$ cat src/sv/playf_pkg.sv
// ---------------------------------------------------------------------------
// playf_pkg
// Shared constants, types and helpers for the Playfair digraph cipher unit.
// ---------------------------------------------------------------------------
`default_nettype none

package playf_pkg;

  localparam int SIDE      = 5;
  localparam int CELLS     = SIDE * SIDE;
  localparam int LETTERS   = 26;
  localparam int LETTER_W  = 5;
  localparam int CELL_AW   = $clog2(CELLS);
  localparam int LETTER_AW = $clog2(LETTERS);
  localparam int RC_W      = $clog2(SIDE) + 1;
  localparam int FILL_W    = $clog2(CELLS + 1);

  typedef logic [LETTER_W-1:0] letter_t;
  typedef logic [CELL_AW-1:0]  cell_addr_t;
  typedef logic [RC_W-1:0]     rc_t;

  localparam letter_t LETTER_I = letter_t'(8);
  localparam letter_t LETTER_J = letter_t'(9);
  localparam letter_t LETTER_Z = letter_t'(LETTERS - 1);

  localparam logic [1:0] KIND_KEY    = 2'd0;
  localparam logic [1:0] KIND_FINISH = 2'd1;
  localparam logic [1:0] KIND_ENC    = 2'd2;
  localparam logic [1:0] KIND_DEC    = 2'd3;

  localparam logic [1:0] STATUS_OK   = 2'd0;
  localparam logic [1:0] STATUS_MISS = 2'd1;
  localparam logic [1:0] STATUS_FULL = 2'd2;

  typedef struct packed {
    rc_t row;
    rc_t col;
  } grid_pos_t;

  // row/column of a cell index; codes past the square map to 0,0
  function automatic grid_pos_t split_cell(cell_addr_t p);
    grid_pos_t g;
    g.row = '0;
    g.col = '0;
    for (int r = 0; r < SIDE; r++) begin
      for (int c = 0; c < SIDE; c++) begin
        if (p == cell_addr_t'(r * SIDE + c)) begin
          g.row = rc_t'(r);
          g.col = rc_t'(c);
        end
      end
    end
    return g;
  endfunction

  function automatic cell_addr_t cell_addr(rc_t row, rc_t col);
    logic [CELL_AW+1:0] sum;
    sum = ({3'b000, row} << 2) + {3'b000, row} + {3'b000, col};
    return sum[CELL_AW-1:0];
  endfunction

  function automatic rc_t step_fwd(rc_t v);
    return (v == rc_t'(SIDE - 1)) ? rc_t'(0) : v + rc_t'(1);
  endfunction

  function automatic rc_t step_back(rc_t v);
    return (v == rc_t'(0)) ? rc_t'(SIDE - 1) : v - rc_t'(1);
  endfunction

endpackage

`default_nettype wire

$ cat src/sv/playf_ram.sv
// ---------------------------------------------------------------------------
// playf_ram
// Generic RAM: one write port, two registered read ports.
// ---------------------------------------------------------------------------
`default_nettype none

module playf_ram #(
  parameter int WIDTH = 8,
  parameter int DEPTH = 32
) (
  input  wire logic                       clk,
  input  wire logic                       we,
  input  wire logic [$clog2(DEPTH)-1:0]   waddr,
  input  wire logic [WIDTH-1:0]           wdata,
  input  wire logic [$clog2(DEPTH)-1:0]   raddr_a,
  input  wire logic [$clog2(DEPTH)-1:0]   raddr_b,
  output logic      [WIDTH-1:0]           rdata_a,
  output logic      [WIDTH-1:0]           rdata_b
);

  logic [WIDTH-1:0] mem [DEPTH];

  always_ff @(posedge clk) begin
    if (we) begin
      mem[waddr] <= wdata;
    end
    rdata_a <= mem[raddr_a];
    rdata_b <= mem[raddr_b];
  end

endmodule

`default_nettype wire

$ cat src/sv/playf_lane.sv
// ---------------------------------------------------------------------------
// playf_lane
// One letter lane: J to I folding, range check, cell index to row/column.
// ---------------------------------------------------------------------------
`default_nettype none

module playf_lane (
  input  wire logic                  letter_raw_in,
  input  playf_pkg::letter_t         letter_raw,
  input  playf_pkg::cell_addr_t      pos_code,
  output playf_pkg::letter_t         letter_fold,
  output logic                       in_range,
  output playf_pkg::grid_pos_t       where
);
  import playf_pkg::*;

  assign in_range    = letter_raw_in && (letter_raw < letter_t'(LETTERS));
  assign letter_fold = (letter_raw == LETTER_J) ? LETTER_I : letter_raw;
  assign where       = split_cell(pos_code);

endmodule

`default_nettype wire

$ cat src/sv/playf_merge.sv
// ---------------------------------------------------------------------------
// playf_merge
// Combines both lane positions into the two result cell addresses.
// ---------------------------------------------------------------------------
`default_nettype none

module playf_merge (
  input  playf_pkg::grid_pos_t   pos_a,
  input  playf_pkg::grid_pos_t   pos_b,
  input  wire logic              decrypt,
  output playf_pkg::cell_addr_t  addr_a,
  output playf_pkg::cell_addr_t  addr_b
);
  import playf_pkg::*;

  rc_t ca_s;
  rc_t cb_s;
  rc_t ra_s;
  rc_t rb_s;

  always_comb begin
    ca_s = decrypt ? step_back(pos_a.col) : step_fwd(pos_a.col);
    cb_s = decrypt ? step_back(pos_b.col) : step_fwd(pos_b.col);
    ra_s = decrypt ? step_back(pos_a.row) : step_fwd(pos_a.row);
    rb_s = decrypt ? step_back(pos_b.row) : step_fwd(pos_b.row);
    if (pos_a.row == pos_b.row) begin
      addr_a = cell_addr(pos_a.row, ca_s);
      addr_b = cell_addr(pos_b.row, cb_s);
    end else if (pos_a.col == pos_b.col) begin
      addr_a = cell_addr(ra_s, pos_a.col);
      addr_b = cell_addr(rb_s, pos_b.col);
    end else begin
      addr_a = cell_addr(pos_a.row, pos_b.col);
      addr_b = cell_addr(pos_b.row, pos_a.col);
    end
  end

endmodule

`default_nettype wire

$ cat src/sv/playfair_digraph_cipher_unit.sv
// Key letter: result in the cycle after acceptance, busy stays low (1 item per cycle).
// Finish: walks the 26 letters one per cycle, busy high until the result.
// Pair: registered position read, merge, registered square read, then the result;
// busy is high until the result, and the next item is taken in the result cycle.
// Results cannot be stalled. Synchronous rst empties the square: all letters absent.
// ---------------------------------------------------------------------------
// playfair_digraph_cipher_unit
// Playfair 5x5 key square builder and digraph encrypt/decrypt unit.
// ---------------------------------------------------------------------------
`default_nettype none

module playfair_digraph_cipher_unit (
  input  wire logic                clk,
  input  wire logic                rst,
  input  wire logic                start,
  input  wire logic [1:0]          kind,
  input  playf_pkg::letter_t       first_letter,
  input  playf_pkg::letter_t       second_letter,
  output logic                     busy,
  output logic                     done,
  output playf_pkg::letter_t       out_first,
  output playf_pkg::letter_t       out_second,
  output logic [1:0]               status
);
  import playf_pkg::*;

  typedef enum logic [3:0] {
    ST_IDLE = 4'b0001,
    ST_FILL = 4'b0010,
    ST_LOOK = 4'b0100,
    ST_READ = 4'b1000
  } state_t;

  state_t               state;
  logic [LETTERS-1:0]   present;
  logic [FILL_W-1:0]    fill_count;
  logic                 ready;
  letter_t              letter_idx;
  logic                 is_dec;
  logic                 err;

  logic                 accept;
  letter_t              a_fold;
  letter_t              b_fold;
  logic                 a_ok;
  logic                 b_ok;
  logic                 a_here;
  logic                 b_here;
  cell_addr_t           pos_rd_a;
  cell_addr_t           pos_rd_b;
  grid_pos_t            where_a;
  grid_pos_t            where_b;
  cell_addr_t           sq_ra;
  cell_addr_t           sq_rb;
  letter_t              sq_rd_a;
  letter_t              sq_rd_b;
  logic                 sq_full;
  logic                 key_place;
  logic                 fill_place;
  logic                 wr_en;
  letter_t              wr_letter;

  assign busy    = (state != ST_IDLE);
  assign accept  = start && !busy;
  assign sq_full = (fill_count >= FILL_W'(CELLS));
  assign a_here  = a_ok && present[a_fold];
  assign b_here  = b_ok && present[b_fold];

  playf_lane u_lane_a (
    .letter_raw_in (1'b1),
    .letter_raw    (first_letter),
    .pos_code      (pos_rd_a),
    .letter_fold   (a_fold),
    .in_range      (a_ok),
    .where         (where_a)
  );

  playf_lane u_lane_b (
    .letter_raw_in (1'b1),
    .letter_raw    (second_letter),
    .pos_code      (pos_rd_b),
    .letter_fold   (b_fold),
    .in_range      (b_ok),
    .where         (where_b)
  );

  playf_merge u_merge (
    .pos_a   (where_a),
    .pos_b   (where_b),
    .decrypt (is_dec),
    .addr_a  (sq_ra),
    .addr_b  (sq_rb)
  );

  assign key_place  = accept && (kind == KIND_KEY) && !ready && !sq_full && a_ok &&
                      !present[a_fold];
  assign fill_place = (state == ST_FILL) && (letter_idx != LETTER_J) &&
                      !present[letter_idx] && !sq_full;
  assign wr_en      = key_place || fill_place;
  assign wr_letter  = (state == ST_FILL) ? letter_idx : a_fold;

  playf_ram #(
    .WIDTH (CELL_AW),
    .DEPTH (LETTERS)
  ) u_pos_ram (
    .clk     (clk),
    .we      (wr_en),
    .waddr   (wr_letter[LETTER_AW-1:0]),
    .wdata   (fill_count[CELL_AW-1:0]),
    .raddr_a (a_fold[LETTER_AW-1:0]),
    .raddr_b (b_fold[LETTER_AW-1:0]),
    .rdata_a (pos_rd_a),
    .rdata_b (pos_rd_b)
  );

  playf_ram #(
    .WIDTH (LETTER_W),
    .DEPTH (CELLS)
  ) u_square_ram (
    .clk     (clk),
    .we      (wr_en),
    .waddr   (fill_count[CELL_AW-1:0]),
    .wdata   (wr_letter),
    .raddr_a (sq_ra),
    .raddr_b (sq_rb),
    .rdata_a (sq_rd_a),
    .rdata_b (sq_rd_b)
  );

  always_ff @(posedge clk) begin
    if (rst) begin
      state      <= ST_IDLE;
      present    <= '0;
      fill_count <= '0;
      ready      <= 1'b0;
      done       <= 1'b0;
      out_first  <= '0;
      out_second <= '0;
      status     <= STATUS_OK;
      letter_idx <= '0;
      is_dec     <= 1'b0;
      err        <= 1'b0;
    end else begin
      done <= 1'b0;
      if (wr_en) begin
        present[wr_letter] <= 1'b1;
        fill_count         <= fill_count + FILL_W'(1);
      end
      case (state)
        ST_IDLE: begin
          if (accept) begin
            case (kind)
              KIND_KEY: begin
                done       <= 1'b1;
                out_first  <= '0;
                out_second <= '0;
                if (ready || sq_full) begin
                  status <= STATUS_FULL;
                end else if (!a_ok) begin
                  status <= STATUS_MISS;
                end else begin
                  status <= STATUS_OK;
                end
              end
              KIND_FINISH: begin
                if (ready) begin
                  done       <= 1'b1;
                  out_first  <= '0;
                  out_second <= '0;
                  status     <= STATUS_FULL;
                end else begin
                  letter_idx <= '0;
                  state      <= ST_FILL;
                end
              end
              default: begin
                is_dec <= (kind == KIND_DEC);
                err    <= !ready || !a_here || !b_here;
                state  <= ST_LOOK;
              end
            endcase
          end
        end
        ST_FILL: begin
          if (letter_idx == LETTER_Z) begin
            ready      <= 1'b1;
            done       <= 1'b1;
            out_first  <= '0;
            out_second <= '0;
            status     <= STATUS_OK;
            state      <= ST_IDLE;
          end else begin
            letter_idx <= letter_idx + letter_t'(1);
          end
        end
        ST_LOOK: begin
          state <= ST_READ;
        end
        ST_READ: begin
          done       <= 1'b1;
          out_first  <= err ? letter_t'(0) : sq_rd_a;
          out_second <= err ? letter_t'(0) : sq_rd_b;
          status     <= err ? STATUS_MISS : STATUS_OK;
          state      <= ST_IDLE;
        end
        default: begin
          state <= ST_IDLE;
        end
      endcase
    end
  end

endmodule

`default_nettype wire

$ cat config.mk
export PLATFORM = sky130hd
export DESIGN_NAME = playfair_digraph_cipher_unit
export DESIGN_NICKNAME = d
export VERILOG_FILES = /design/src/sv/playf_pkg.sv /design/src/sv/playf_ram.sv /design/src/sv/playf_lane.sv /design/src/sv/playf_merge.sv /design/src/sv/playfair_digraph_cipher_unit.sv
export SDC_FILE = /design/constraint.sdc
export NUM_CORES = 1
export LEC_CHECK = 0
export BUFFER_PORTS_ARGS = -buffer_cell sky130_fd_sc_hd__buf_2
export CAP_MARGIN = 20
export CORE_ASPECT_RATIO = 1.5
export CORE_MARGIN = 2
export CORE_UTILIZATION = 45
export DETAILED_ROUTE_END_ITERATION = 16
export GPL_ROUTABILITY_DRIVEN = 0
export GPL_TIMING_DRIVEN = 0
export PLACE_DENSITY = 0.6
export SLEW_MARGIN = 20
export SYNTH_ARGS = -nofsm -noshare
export SYNTH_HDL_FRONTEND = slang
export SYNTH_SLANG_ARGS = --single-unit
$ cat constraint.sdc
create_clock -name clk -period 14.58 [get_ports clk]
set_clock_uncertainty 0.15 [all_clocks]
set_input_delay 3.645 -clock clk [delete_from_list [all_inputs] [get_ports clk]]
set_output_delay 3.645 -clock clk [all_outputs]
set_load 0.1 [all_outputs]
# Yosys cells after proc, flatten, opt, wreduce, memory -nomap -nowiden
# Memories as Yosys holds them, arrays and structs flattened. A register that Yosys moved wholly into a read port is not among the register bits.
# Index checks and enable logic that the tools add are counted.
[totals]
memories = 2
ramBits = 255
word_cells = 261
ff_bits = 56
[classes]
magnitude_cmp = 8
n_addsub = 20
bitwise_logic = 2
n_mux = 108
reduce_logical = 36
n_eq_ne = 74
[mem_list]
columns = ["name", "depth", "word_bits", "rd", "rd_clocked_by_memory_dff", "wr", "line", "source"]
rows = [
  ["u_pos_ram.mem", 26, 5, 2, 2, 1, "playf_ram.sv:21", "logic [WIDTH-1:0] mem [DEPTH];"],
  ["u_square_ram.mem", 25, 5, 2, 2, 1, "playf_ram.sv:21", ""],
]
[ops]
columns = ["operator", "n"]
rows = [
  ["5-bit 2-to-1 mux", 26],
  ["6-bit 2-to-1 mux", 20],
  ["5-bit equality test, second input constant", 19],
  ["5-bit by 4-bit equality test with 1-bit output, second input constant", 18],
  ["7-bit 2-to-1 mux", 10],
  ["4-bit 2-to-1 mux", 15],
  ["5-bit by 4-bit adder with 5-bit output", 8],
  ["5-bit by 3-bit equality test with 1-bit output, second input constant", 8],
  ["5-bit one-hot mux with 3 select lines", 2],
  ["26-bit bitwise OR", 1],
  ["5-bit by 6-bit < comparator with 1-bit output, second input constant", 4],
  ["5-bit by 2-bit equality test with 1-bit output, second input constant", 4],
  ["5-bit one-hot mux with 2 select lines", 2],
  ["4-bit logical NOT", 4],
  ["2-bit 2-to-1 mux", 8],
  ["1-bit binary-select mux with 5-bit select", 3],
  ["1-bit 2-to-1 mux", 13],
  ["4-bit by 3-bit equality test with 1-bit output, second input constant", 3],
  ["1-bit logical AND", 12],
  ["4-bit one-hot mux with 3 select lines", 1],
  ["5-bit by 1-bit adder with 5-bit output, second input constant", 2],
  ["5-bit by 3-bit adder with 5-bit output", 2],
  ["5-bit by 1-bit equality test with 1-bit output, second input constant", 2],
  ["5-bit < comparator, second input constant", 2],
  ["38 further kinds", 59],
]

# Longest topological paths before layout
# Gate-level depths: netlist of the first run.
[logic_depth]
ltp_word = 32
ltp_mapped = 22
ltp_nobuf = 21

# Modules after synthesis
# From an unflattened synthesis of the first run, not the netlist that was laid out.
[hier_totals]
hier_cells = 1467
area_unflattened_um2 = 18509.0
[modules_own_cells]
columns = ["module", "cells_each", "area_each_um2", "seq_area_each_um2", "instances"]
rows = [
  ["playf_ram at u_pos_ram", 412, 6497.5, 4103.9, 1],
  ["playf_ram at u_square_ram", 372, 6223.5, 3953.8, 1],
  ["playfair_digraph_cipher_unit", 337, 3135.5, 1121.1, 1],
  ["playf_merge", 246, 1924.3, 0.0, 1],
  ["playf_lane", 50, 364.1, 0.0, 2],
]

# Worst setup path before layout of the first run
# Ideal clock, no wire load.
[synth_timing]
path_type = "input-to-reg"
start = "in second_letter[0]"
end = "reg u_pos_ram.rdata_b[0], read port of u_pos_ram.mem"
slack_ps = 7757
t_arrival_ps = 6553
setup_time_ps = 121
t_required_ps = 14309
path_stages = 7
path_cell_list = "clkbuf_1 -> o41a_1 -> buf_1 -> buf_1 -> mux4_2 -> mux4_2 -> mux2_2"
[synth_between]
elab_chain_cells = 2
[synth_lines]
columns = ["element", "line", "source"]
rows = [
  ["from (decl)", "playfair_digraph_cipher_unit.sv:18", "input playf_pkg::letter_t second_letter,"],
  ["5-bit by 4-bit equality test with 1-bit output", "playf_lane.sv:18", "assign letter_fold = (letter_raw == LETTER_J) ? LETTER_I : letter_raw;"],
  ["5-bit 2-to-1 mux *", "playf_lane.sv:18", ""],
  ["to (decl)", "playf_ram.sv:18", "output logic [WIDTH-1:0] rdata_b"],
]
# Every way passes the cells marked *; elsewhere a longest branch is shown, timed or not.
# A chain may end at the register's enable or synchronous reset.

# Worst setup path after layout of the first run
[layout_timing]
start = "in first_letter[3]"
end = "mem u_pos_ram.mem[5][1] in the netlist's numbering (enable)"
[layout_between]
elab_chain_cells = 9
word_cells_on_any_way = 12
classes_between = "order compare (1); eq/ne (1); mux (6); reduce/logical (4)"
[layout_lines]
columns = ["element", "line", "source"]
rows = [
  ["from (decl)", "playfair_digraph_cipher_unit.sv:17", "input playf_pkg::letter_t first_letter,"],
  ["5-bit by 4-bit equality test with 1-bit output", "playf_lane.sv:18", ""],
  ["5-bit 2-to-1 mux", "playf_lane.sv:18", ""],
  ["1-bit binary-select mux with 5-bit select", "playfair_digraph_cipher_unit.sv:96", "!present[a_fold];"],
  ["1-bit 2-to-1 mux (implied by the code)", "playfair_digraph_cipher_unit.sv:96", ""],
  ["1-bit logical NOT", "playfair_digraph_cipher_unit.sv:96", ""],
  ["1-bit logical AND", "playfair_digraph_cipher_unit.sv:95", "assign key_place = accept && (kind == KIND_KEY) && !ready && !sq_full && a_ok &&"],
  ["1-bit logical OR", "playfair_digraph_cipher_unit.sv:99", "assign wr_en = key_place || fill_place;"],
  ["1-bit 2-to-1 mux", "playf_ram.sv:24", "if (we) begin"],
  ["1-bit 2-to-1 mux (implied by the code)", "playf_ram.sv:25", "mem[waddr] <= wdata;"],
  ["to (decl)", "playf_ram.sv:21", ""],
]
# Several ways; a longest one is shown, not always the timed one. The select of a mux whose other input is x is not followed.

==> results of run 1 <==
-- kinds of logic after synthesis --
kind of cell / share of synthesized area (%)
buffers and inverters: 3.805
adder cells (fa/ha/maj): 4.268
AND/OR/NAND/NOR: 12.20
XOR/XNOR: 1.878
multiplexers: 15.12
flip-flops: 50.66
AO/OA/AOI/OAI: 12.06
-- cells in the mapped netlist, drive strengths merged (12+ instances only) --
library cell / count / share of area [%]
nand2b: 20 / 0.70
a32oi: 18 / 0.87
nor2b: 29 / 1.0
a211oi: 31 / 1.3
clkbuf: 53 / 1.1
nand2: 149 / 3.1
a31oi: 17 / 0.77
mux2: 22 / 1.4
mux2i: 84 / 4.6
o22ai: 48 / 1.7
a21oi: 67 / 2.0
ha: 49 / 3.4
inv: 69 / 1.4
a22oi: 12 / 0.50
nand3: 17 / 0.47
buf: 38 / 1.2
dfxtp: 76 / 8.4
o21ai: 35 / 0.97
o221ai: 12 / 0.58
and2: 12 / 0.41
nor3: 28 / 0.91
xor2: 18 / 0.87
nor2: 127 / 2.6
xnor2: 20 / 1.0
mux4: 73 / 9.1
edfxtp: 255 / 42
-- cell type report --
class                   instances  area share [%]
repair buffers                 21          0.5254
clock buffers                  48           5.141
inverters                      71           1.332
plain buffers                  91           2.114
flip-flops and latches        331           45.91
well taps                     506           3.165
multi-input cells            1040           41.24
clock inverters                14          0.5754
-- layer usage --
| metal | GRT usage [%] | share of wire, % |
|---|---|---|
| met4 | 13.37 | 6.0 |
| met1 | 27.44 | 37 |
| met5 | 0 | 0 |
| met2 | 45.18 | 53 |
| met3 | 2.870 | 4.7 |
-- critical path: stages --
cell,delay (ns)
buf_2,0.10
clkbuf_1,0.40
nor4b_1,0.46
nor2_1,0.31
a211oi_1,0.30
o32a_1,0.19
o221ai_1,0.12
o21ai_0,0.19
a22oi_1,0.18
nor3_1,0.49
nand2_1,0.52
nor2_1,0.57
-- path summary, 6_finish.rpt --
kind,to,slack [ns],cells past startpoint
setup / recovery,u_pos_ram.mem[5][1],7.10,12
hold / removal,out_second[3],0.31,2
setup reg to reg,u_square_ram.rdata_b[3],8.18,21
hold reg to reg,out_second[3],0.31,2
-- through the flow --
step                      utilization, %  hold slack [ns]
after floorplan                        -           0.2925
after global placement             47.17           0.3027
after detailed placement           47.18           0.3093
after CTS                          50.04           0.3222
after global routing               50.04           0.3571
final                              50.04           0.3149
-- power groups by stage --
stage	combinational, mW	clock (mW)	sequential, mW
2_1_floorplan	0.563	0	1.06
3_3_place_gp	0.829	0	1.06
3_5_place_dp	0.838	0	1.06
4_1_cts	0.840	0.900	1.04
5_1_grt	0.898	0.934	1.04
6_report	0.852	0.886	1.04
-- sequential cells by signal, indices dropped and copies added (netlist names), 2 cells and up --
register,flops
u_square_ram.mem,125
present,26
status,2
state,4
letter_idx,5
u_pos_ram.rdata_a,5
u_pos_ram.mem,130
out_second,5
fill_count,5
u_square_ram.rdata_b,5
out_first,5
u_pos_ram.rdata_b,5
u_square_ram.rdata_a,5
==> metrics.cfg, run 1 <==
[sta]
timing.final.crit_period_ns = 7.482
fin_ws_ns = 7.098
slew_viol_final = 0
setup_viol = 0
worstMarginPinSlew_ns = 1.122
hold_violations = 0
fin_crit_sh_pct = 51.32
fmax_ghz = 0.1336
rsz0062_at_grt = no
tns_ns = 0
slew_headroom_pct = 25.11

[floorplanning]
initial_core_util_pct = 45.32
die_x_um = 167.8
die_h_um = 249.8
core_um2 = 39980
die_area_um2 = 41920
io_pins = 29
row_count = 90

[power_and_ir_drop]
powerDensity_nw_per_um2 = 138.9
leakagePower_nw = 6.670
p_int_mw = 1.838
p_comb_share_pct = 30.7
switching_share_pct = 33.88
p_clk_share_pct = 31.9
p_switching_uw = 941.7
seqPwrFrac_pct = 37.5
power_mw = 2.779
peakVddDrop_mv = 0.09109

[synthesis]
synth.net_count = 1605
yosysWarnings = 0
synthDistinctLibCells = 84
synth_flop_cell = edfxtp_1
syn_avg_cell_area_um2 = 11.82
ys_seq_elements = 331
yosysSeqAreaShare_pct = 50.66
synthesis.instances = 1533
ys_async_sr_fraction_pct = 0
syn_area_um2 = 18120
synth_edf_count = 255

[route]
ant_nets = 0
wl_per_cell_um = 24.33
viasPerCell = 6.100
routed_wl_um = 51620
drt-initial-drc-count = 957
drt_pass1_iterations = 6
via_count = 12950
post-route-drc-count = 0

[clocking]
cts_tree = done
cts_setup_buffers = 0
clk_path_buf_depth = 3
hold_buffers = 0
path_clk_slew_ns = 0.07
cts_inserted_buffers = 34
h-tree-depth = 2
insertion_delay_ns = 0.54
cts_root_buffer = clkbuf_16
cts_resized = 0
cts_sinks = 331

[final_layout]
fin_nets = 1662
instances_no_fill = 2122
seq_area_um2 = 9184
syn_to_final_growth_pct = 10.41
multi_input_area_um2 = 8250
fin_area_um2 = 20010
final_common_cell = edfxtp_1
drive_gt1_share_pct = 14.54
final_cell_mix = edfxtp_1 (255), nand2_1 (149), nor2_1 (127)
num-fill-cells = 3511
antenna_cells = 0

[worst_setup_path]
r2r-start = u_pos_ram.rdata_b[3]
cp.arrival_ns = 7.51
crit_path_end_kind = flip-flop
required_ns = 14.61
startpoint = first_letter[3]
critPathKind = in2reg
cp-start-kind = input port
critPathMaxFanout = 10

[global_route]
grt-ovfl-total = 0
grt_usage_pct = 24.53
grt_pass1_vias = 12960
grt_pass1_wl_um = 77640
grt_start_max_net_pins = 33
antenna_found_initial = 0

[hold_path]
min-delay-start = u_square_ram.rdata_b[3]
hold_path.class = reg2reg

[flow_run]
cap_violations = 0

[placed_design]
dp_hpwl_um = 38010
dp.cells = 2060
portBuffers = 21
pre_cts_slack_ns = 6.582
dpl_cell_area_um2 = 18860

[run_status]
status = finished, final reports clean

(Power assumes the default switching activity.)
==> inputs of run 2 (changes only) <==
Settings changed: ABC_AREA set to 1, PLACE_DENSITY 0.6 to 0.63.
Clock period 14.58 ns to 6.5 ns, I/O delays scaled along.
==> metrics.cfg, run 2 <==
[synthesis]
synthMostInstantiatedCell = nand2_1
synth_top_area_share_pct = 39.60  ; -2.7 points
yosys-top-cells-area = edfxtp_1 (40%), nand3_1 (11%), nand2_1 (9.1%), dfxtp_1 (7.9%), inv_1 (5.3%)
syn_area_um2 = 19330  ; +6.7%
synth.net_count = 2484  ; +55%
ys_async_sr_fraction_pct = 0  ; unchanged
ys_seq_elements = 331  ; unchanged
synthDistinctLibCells = 57  ; -32%
yosys-top-cells-count = nand2_1 (469), nand3_1 (426), inv_1 (275)
syn_avg_cell_area_um2 = 8.016  ; -32%
yosysTopAreaCell = edfxtp_1
synthesis.instances = 2412  ; +57%
synth_flop_cell = edfxtp_1
yosysWarnings = 0  ; unchanged
yosysSeqAreaShare_pct = 47.47  ; -3.2 points
synth_edf_count = 255  ; unchanged

[route]
routed_wl_um = 68890  ; +33%
drt-initial-drc-count = 2229  ; +130%
ant_nets = 0  ; unchanged
viasPerCell = 6.019  ; -1.3%
wl_per_cell_um = 22.41  ; -7.9%
drt_pass1_iterations = 10  ; +4
post-route-drc-count = 0  ; unchanged
via_count = 18500  ; +43%

[global_route]
grt_pass1_wl_um = 103000  ; +33%
grt_pass1_vias = 17930  ; +38%
grt_start_max_net_pins = 34  ; +3.0%
grt-ovfl-total = 0  ; unchanged
antenna_found_initial = 0  ; unchanged
grt_usage_pct = 30.21  ; +5.7 points

[worst_setup_path]
required_ns = 6.52  ; -8.09 ns
crit_path_end_kind = flip-flop
cp-start-kind = input port
worst_path_max_delay_cell = nor2_1
critPathMaxFanout = 10  ; unchanged
worst-path-buf-inv = 4  ; +2
critPathKind = in2reg
path_common_cell = nand2_1
path_delay_family = simple AND/OR/NAND/NOR gates
ff2ff_setup_slack_ns = 1.55  ; -6.63 ns
cp.arrival_ns = 5.34  ; -2.17 ns
crit_chain = buf_2 > nor2_2 > nand3_1 > nand2_2 > inv_1 > clkbuf_1 > nor2_1 > o21ai_0 > nand2_1 > nand2_1 > a22oi_1 > nand2_1 > nand2_1 > buf_4 > nand3_1 > nor2_1
cpPeakStageDelay_ns = 0.68  ; +0.11 ns

[final_layout]
antenna_cells = 0  ; unchanged
final_cell_mix = nand2_1 (469), nand3_1 (426), inv_1 (273)
fin_nets = 2551  ; +53%
final_common_cell = nand2_1
top_register = u_pos_ram.mem
finalCoreUtilization_pct = 50.14  ; +0.10 points
num-fill-cells = 4083  ; +16%
fin_area_um2 = 21410  ; +7.0%
syn_to_final_growth_pct = 10.76
drive_gt1_share_pct = 8.307  ; -6.2 points
reg.largest.list = u_pos_ram.mem (130), u_square_ram.mem (125), present (26)
multi_input_area_um2 = 8463  ; +2.6%
instances_no_fill = 3074  ; +45%
seq_area_um2 = 9185  ; about the same
largest_reg_flops = 130  ; unchanged

[clocking]
hold_buffers = 0  ; unchanged
path_clk_slew_ns = 0.06  ; about the same
cts_sinks = 331  ; unchanged
h-tree-depth = 2  ; unchanged
cts_root_buffer = clkbuf_16
cts_tree = done
cts_resized = 0  ; unchanged
insertion_delay_ns = 0.55  ; about the same
cts_setup_buffers = 0  ; unchanged
cts_inserted_buffers = 35  ; +2.9%
clk_path_buf_depth = 3  ; unchanged

[sta]
fmax_ghz = 0.1880
timing.final.crit_period_ns = 5.320
worstMarginPinSlew_ns = 1.068  ; -0.05378 ns
fin_crit_sh_pct = 81.84
hold_ws_ns = 0.3085  ; -0.006371 ns
setup_viol = 0  ; unchanged
fin_ws_ns = 1.180  ; -5.917 ns
hold_violations = 0  ; unchanged
slew_headroom_pct = 27.87  ; +2.8 points
slew_viol_final = 0  ; unchanged
rsz0062_at_grt = no
tns_ns = 0  ; unchanged

[power_and_ir_drop]
p_int_mw = 4.738  ; +160%
peakVddDrop_mv = 0.2521  ; +180%
p_clk_share_pct = 22.7  ; -9.2 points
p_switching_mw = 3.948  ; +320%
power_mw = 8.686  ; +210%
switching_share_pct = 45.45  ; +12 points
p_comb_share_pct = 50.1  ; +19 points
seqPwrFrac_pct = 27.3  ; -10 points
powerDensity_nw_per_um2 = 405.6  ; +190%
leakagePower_nw = 8.908  ; +34%

[run_status]
status = finished, final reports clean

[placed_design]
portBuffers = 26  ; +24%
pre_cts_slack_ns = 0.7926  ; -5.789 ns
dp.cells = 3011  ; +46%
dp_hpwl_um = 50470  ; +33%
dpl_cell_area_um2 = 20280  ; +7.5%

[floorplanning]
die_h_um = 257.9  ; +3.2%
initial_core_util_pct = 45.28  ; -0.048 points
row_count = 93  ; +3.3%
die_area_um2 = 44670  ; +6.6%
core_um2 = 42700  ; +6.8%
io_pins = 29  ; unchanged
die_x_um = 173.2  ; +3.2%

[hold_path]
hold_path.class = reg2reg

[flow_run]
cap_violations = 0  ; unchanged

run 2: cell types whose count changed in the layout (fill, tap and decap cells not counted), moves of 20 or more:
cell,previous run,this run
a21oi_1,64,103
mux2i_1,84,0
nand3_1,17,426
o22ai_1,48,20
mux2_2,22,0
mux4_2,71,0
nand2_1,149,469
inv_1,68,273
nor2b_1,29,0
nor2_1,127,193
a211oi_1,30,2
o21ai_0,28,202
inv_2,1,21
run 2: worst paths after layout:
| kind | startpoint | endpoint | cells past startpoint |
|---|---|---|---|
| setup / recovery | first_letter[1] | u_pos_ram.mem[5][0] | 16 |
| hold / removal | out_first[2] | out_first[2] | 2 |
| setup reg to reg | u_pos_ram.rdata_a[1] | u_square_ram.rdata_a[4] | 24 |
| hold reg to reg | out_first[2] | out_first[2] | 2 |
run 2: power groups by stage:
| stage | registers (mW) | logic, mW | clock network [mW] |
|---|---|---|---|
| after floorplan | 2.41 | 2.86 | 0 |
| after global placement | 2.42 | 4.06 | 0 |
| after detailed placement | 2.41 | 4.16 | 0 |
| after CTS | 2.37 | 4.17 | 1.99 |
| after global routing | 2.37 | 4.69 | 2.08 |
| final | 2.37 | 4.35 | 1.97 |
run 2: area by class of cell:
type / count / area share (%)
Sequential cell: 331 / 42.89
Clock buffer: 42 / 4.505
Inverter: 298 / 5.223
Clock inverter: 20 / 0.7128
Buffer: 130 / 2.787
Timing Repair Buffer: 30 / 1.028
Tap cell: 570 / 3.330
Multi-Input combinational cell: 1653 / 39.52
run 2: kinds of logic after synthesis:
logic type               count (synthesis)  synth area share, %
adder cells (fa/ha/maj)                 57                3.999
buffers and inverters                  428                8.872
XOR/XNOR                                25                1.132
flip-flops                             331                47.47
AND/OR/NAND/NOR                       1166                26.66
AO/OA/AOI/OAI                          405                11.86
run 2: tightest hold or removal path: cells and delay by family, from the launching register on:
kind | cells | cell delay [ns]
AND/OR/NAND/NOR | 1 | 0.06
AO/OA/AOI/OAI | 1 | 0.05
flip-flops | 1 | 0.31
run 2: layer usage:
layer  GRT usage, %  up-vias  part of all wire [%]
met1          31.51     8466                    34
li1               -     8340                     -
met4          25.07        0                   9.9
met5              0        -                     0
met2          52.98     1258                    48
met3          5.418      438                   8.1
==> inputs of run 3 (changes only) <==
Clock period 6.5 ns to 4.4 ns, I/O delays scaled along.
==> metrics.cfg, run 3 (synthesis results as in run 2) <==
[run_status]
status = finished, final reports clean

[sta]
fin_ws_ns = 0.09276  ; -1.088 ns
slew_headroom_pct = 28.26  ; +0.39 points
hold_ws_ns = 0.3085  ; +0.00001500 ns
hold_violations = 0  ; unchanged
timing.final.crit_period_ns = 4.307
slew_viol_final = 0  ; unchanged
fmax_ghz = 0.2322
rsz0062_at_grt = yes
fin_crit_sh_pct = 97.89
worstMarginPinSlew_ns = 1.063  ; -0.005715 ns
setup_viol = 0  ; unchanged

[clocking]
h-tree-depth = 2  ; unchanged
hold_buffers = 0  ; unchanged
cts_sinks = 331  ; unchanged
clk_path_buf_depth = 3  ; unchanged
insertion_delay_ns = 0.55  ; about the same
cts_tree = done
cts_root_buffer = clkbuf_16
path_clk_slew_ns = 0.06  ; about the same
cts_inserted_buffers = 35  ; unchanged

[worst_setup_path]
path_common_cell = nand2_1
r2r-start = u_pos_ram.rdata_a[4]
crit_chain = buf_2 > nor2_4 > nand3_1 > nand2_2 > inv_1 > clkbuf_1 > nor2_1 > o21ai_0 > nand2_1 > nand2_1 > a22oi_1 > nand2_1 > nand2_1 > buf_2 > nand2_1 > nor2_1
critPathKind = in2reg
required_ns = 4.44  ; -2.08 ns
cp-start-kind = input port
r2r_end = u_square_ram.rdata_a[4]
worstRegToRegCells = 23  ; -4.2%
critPathMaxFanout = 10  ; unchanged
worst_path_max_delay_cell = nor2_1
cp.arrival_ns = 4.35  ; -0.99 ns
cpPeakStageDelay_ns = 0.44  ; -0.24 ns
ff2ff_setup_slack_ns = 0.16  ; -1.39 ns
crit_path_end_kind = flip-flop

[final_layout]
final_common_cell = nand2_1
fin_nets = 2578  ; +1.1%
num-fill-cells = 4028  ; -1.3%
drive_gt1_share_pct = 12.45  ; +4.1 points
finalCoreUtilization_pct = 51.63  ; +1.5 points
syn_to_final_growth_pct = 14.04
top_register = u_pos_ram.mem
largest_reg_flops = 130  ; unchanged
reg.largest.list = u_pos_ram.mem (130), u_square_ram.mem (125), present (26)
final_cell_mix = nand2_1 (460), nand3_1 (415), inv_1 (269)
fin_area_um2 = 22050  ; +3.0%

[global_route]
grt_start_max_net_pins = 34  ; unchanged
grt-ovfl-total = 0  ; unchanged
grt_usage_pct = 30.30  ; +0.092 points
grt_pass1_wl_um = 103400  ; +0.40%
antenna_found_initial = 0  ; unchanged
grt_pass1_vias = 18060  ; +0.73%

[placed_design]
dp_hpwl_um = 50470  ; unchanged
dpl_cell_area_um2 = 20280  ; unchanged
pre_cts_slack_ns = -0.7824  ; -1.575 ns
portBuffers = 26  ; unchanged

[power_and_ir_drop]
p_int_mw = 7.336  ; +55%
p_comb_share_pct = 52.0  ; +1.9 points
leakagePower_nw = 9.120  ; +2.4%
seqPwrFrac_pct = 26.2  ; -1.1 points
p_switching_mw = 6.014  ; +52%
power_mw = 13.35  ; +54%
p_clk_share_pct = 21.8  ; -0.9 points
peakVddDrop_mv = 0.3851  ; +53%
switching_share_pct = 45.05  ; -0.40 points
powerDensity_nw_per_um2 = 605.5  ; +49%

[floorplanning]
die_x_um = 173.2  ; unchanged
die_area_um2 = 44670  ; unchanged
die_h_um = 257.9  ; unchanged
row_count = 93  ; unchanged
io_pins = 29  ; unchanged
core_um2 = 42700  ; unchanged
initial_core_util_pct = 45.28  ; unchanged

[route]
via_count = 18700  ; +1.0%
routed_wl_um = 69260  ; +0.53%
wl_per_cell_um = 22.33  ; -0.38%
viasPerCell = 6.027  ; +0.13%
ant_nets = 0  ; unchanged
drt_pass1_iterations = 9  ; -1
drt-initial-drc-count = 2216  ; -0.58%
post-route-drc-count = 0  ; unchanged

[flow_run]
cap_violations = 0  ; unchanged

[hold_path]
hold_path.class = reg2reg
worstHoldPathCells = 2  ; unchanged
min-delay-start = out_first[2]
hold_end = out_first[2]

run 3: cell types whose count changed in the layout (fill, tap and decap cells not counted), moves of 9 or more:
cell     change
buf_4       +22
nand3_2     +11
nand2_1      -9
nor2_4      +11
nor2_2      +25
nand3_1     -11
nor2_1      -36
run 3: area by class of cell:
class / instances / area [um^2] / area share (%)
Inverter: 298 / 1126 / 5.107
Tap cell: 570 / 713.2 / 3.235
Sequential cell: 331 / 9196 / 41.71
Multi-Input combinational cell: 1653 / 8790 / 39.87
Antenna cell: 1 / 2.502 / 0.01135
Clock inverter: 20 / 152.6 / 0.6923
Buffer: 130 / 654.4 / 2.968
Clock buffer: 42 / 964.7 / 4.375
Timing Repair Buffer: 57 / 449.2 / 2.037
run 3: worst max-delay path by stage:
stage          slack [ns]  cells after the start                      end            startpoint
4_1_cts             0.007                     26  u_square_ram.rdata_b[4]  u_pos_ram.rdata_b[0]
3_3_place_gp        -2.21                      7     u_pos_ram.mem[18][3]         letter_idx[1]
3_5_place_dp        -0.78                     16      u_pos_ram.mem[5][2]       first_letter[1]
2_1_floorplan        0.53                     24  u_square_ram.rdata_a[0]  u_pos_ram.rdata_a[1]
5_1_grt             -0.05                     26  u_square_ram.rdata_a[2]  u_pos_ram.rdata_a[1]
6_report             0.09                     16     u_pos_ram.mem[16][3]       first_letter[1]
run 3: metrics by stage:
stage                     TNS, ns  std cells
after floorplan                 0       2412
after global placement    -369.81       3008
after detailed placement  -102.10       3011
after CTS                       0       3084
after global routing      -0.7298       3101
final                           0       3102
run 3: power groups by stage:
stage	combinational, mW	sequential [mW]	clock (mW)
6_report	6.94	3.50	2.91
5_1_grt	7.45	3.51	3.07
4_1_cts	6.30	3.50	2.94
3_5_place_dp	6.14	3.56	0
3_3_place_gp	6.00	3.57	0
2_1_floorplan	4.22	3.56	0
run 3: worst max-delay path, delay by kind of cell:
family / cells / cell delay [ns]
buffers and inverters: 4 / 0.98
and+or+nand+nor: 10 / 1.91
AOI/OAI and AO/OA: 2 / 0.33
run 3: what timing repair did:
| action | CTS | global route |
|---|---|---|
| resized for setup | 35 | 95 |
| setup endpoints to repair | 47 | 220 |
| buffers inserted | 11 | 14 |
| pin swaps | 4 | 11 |
| gates cloned | 0 | 2 |
run 3: layer usage:
metal,global-route usage (%),routed length [um]
met3,5.580,5754
met2,53.11,33570
met4,25.68,7132
met1,31.32,22800
met5,0,0
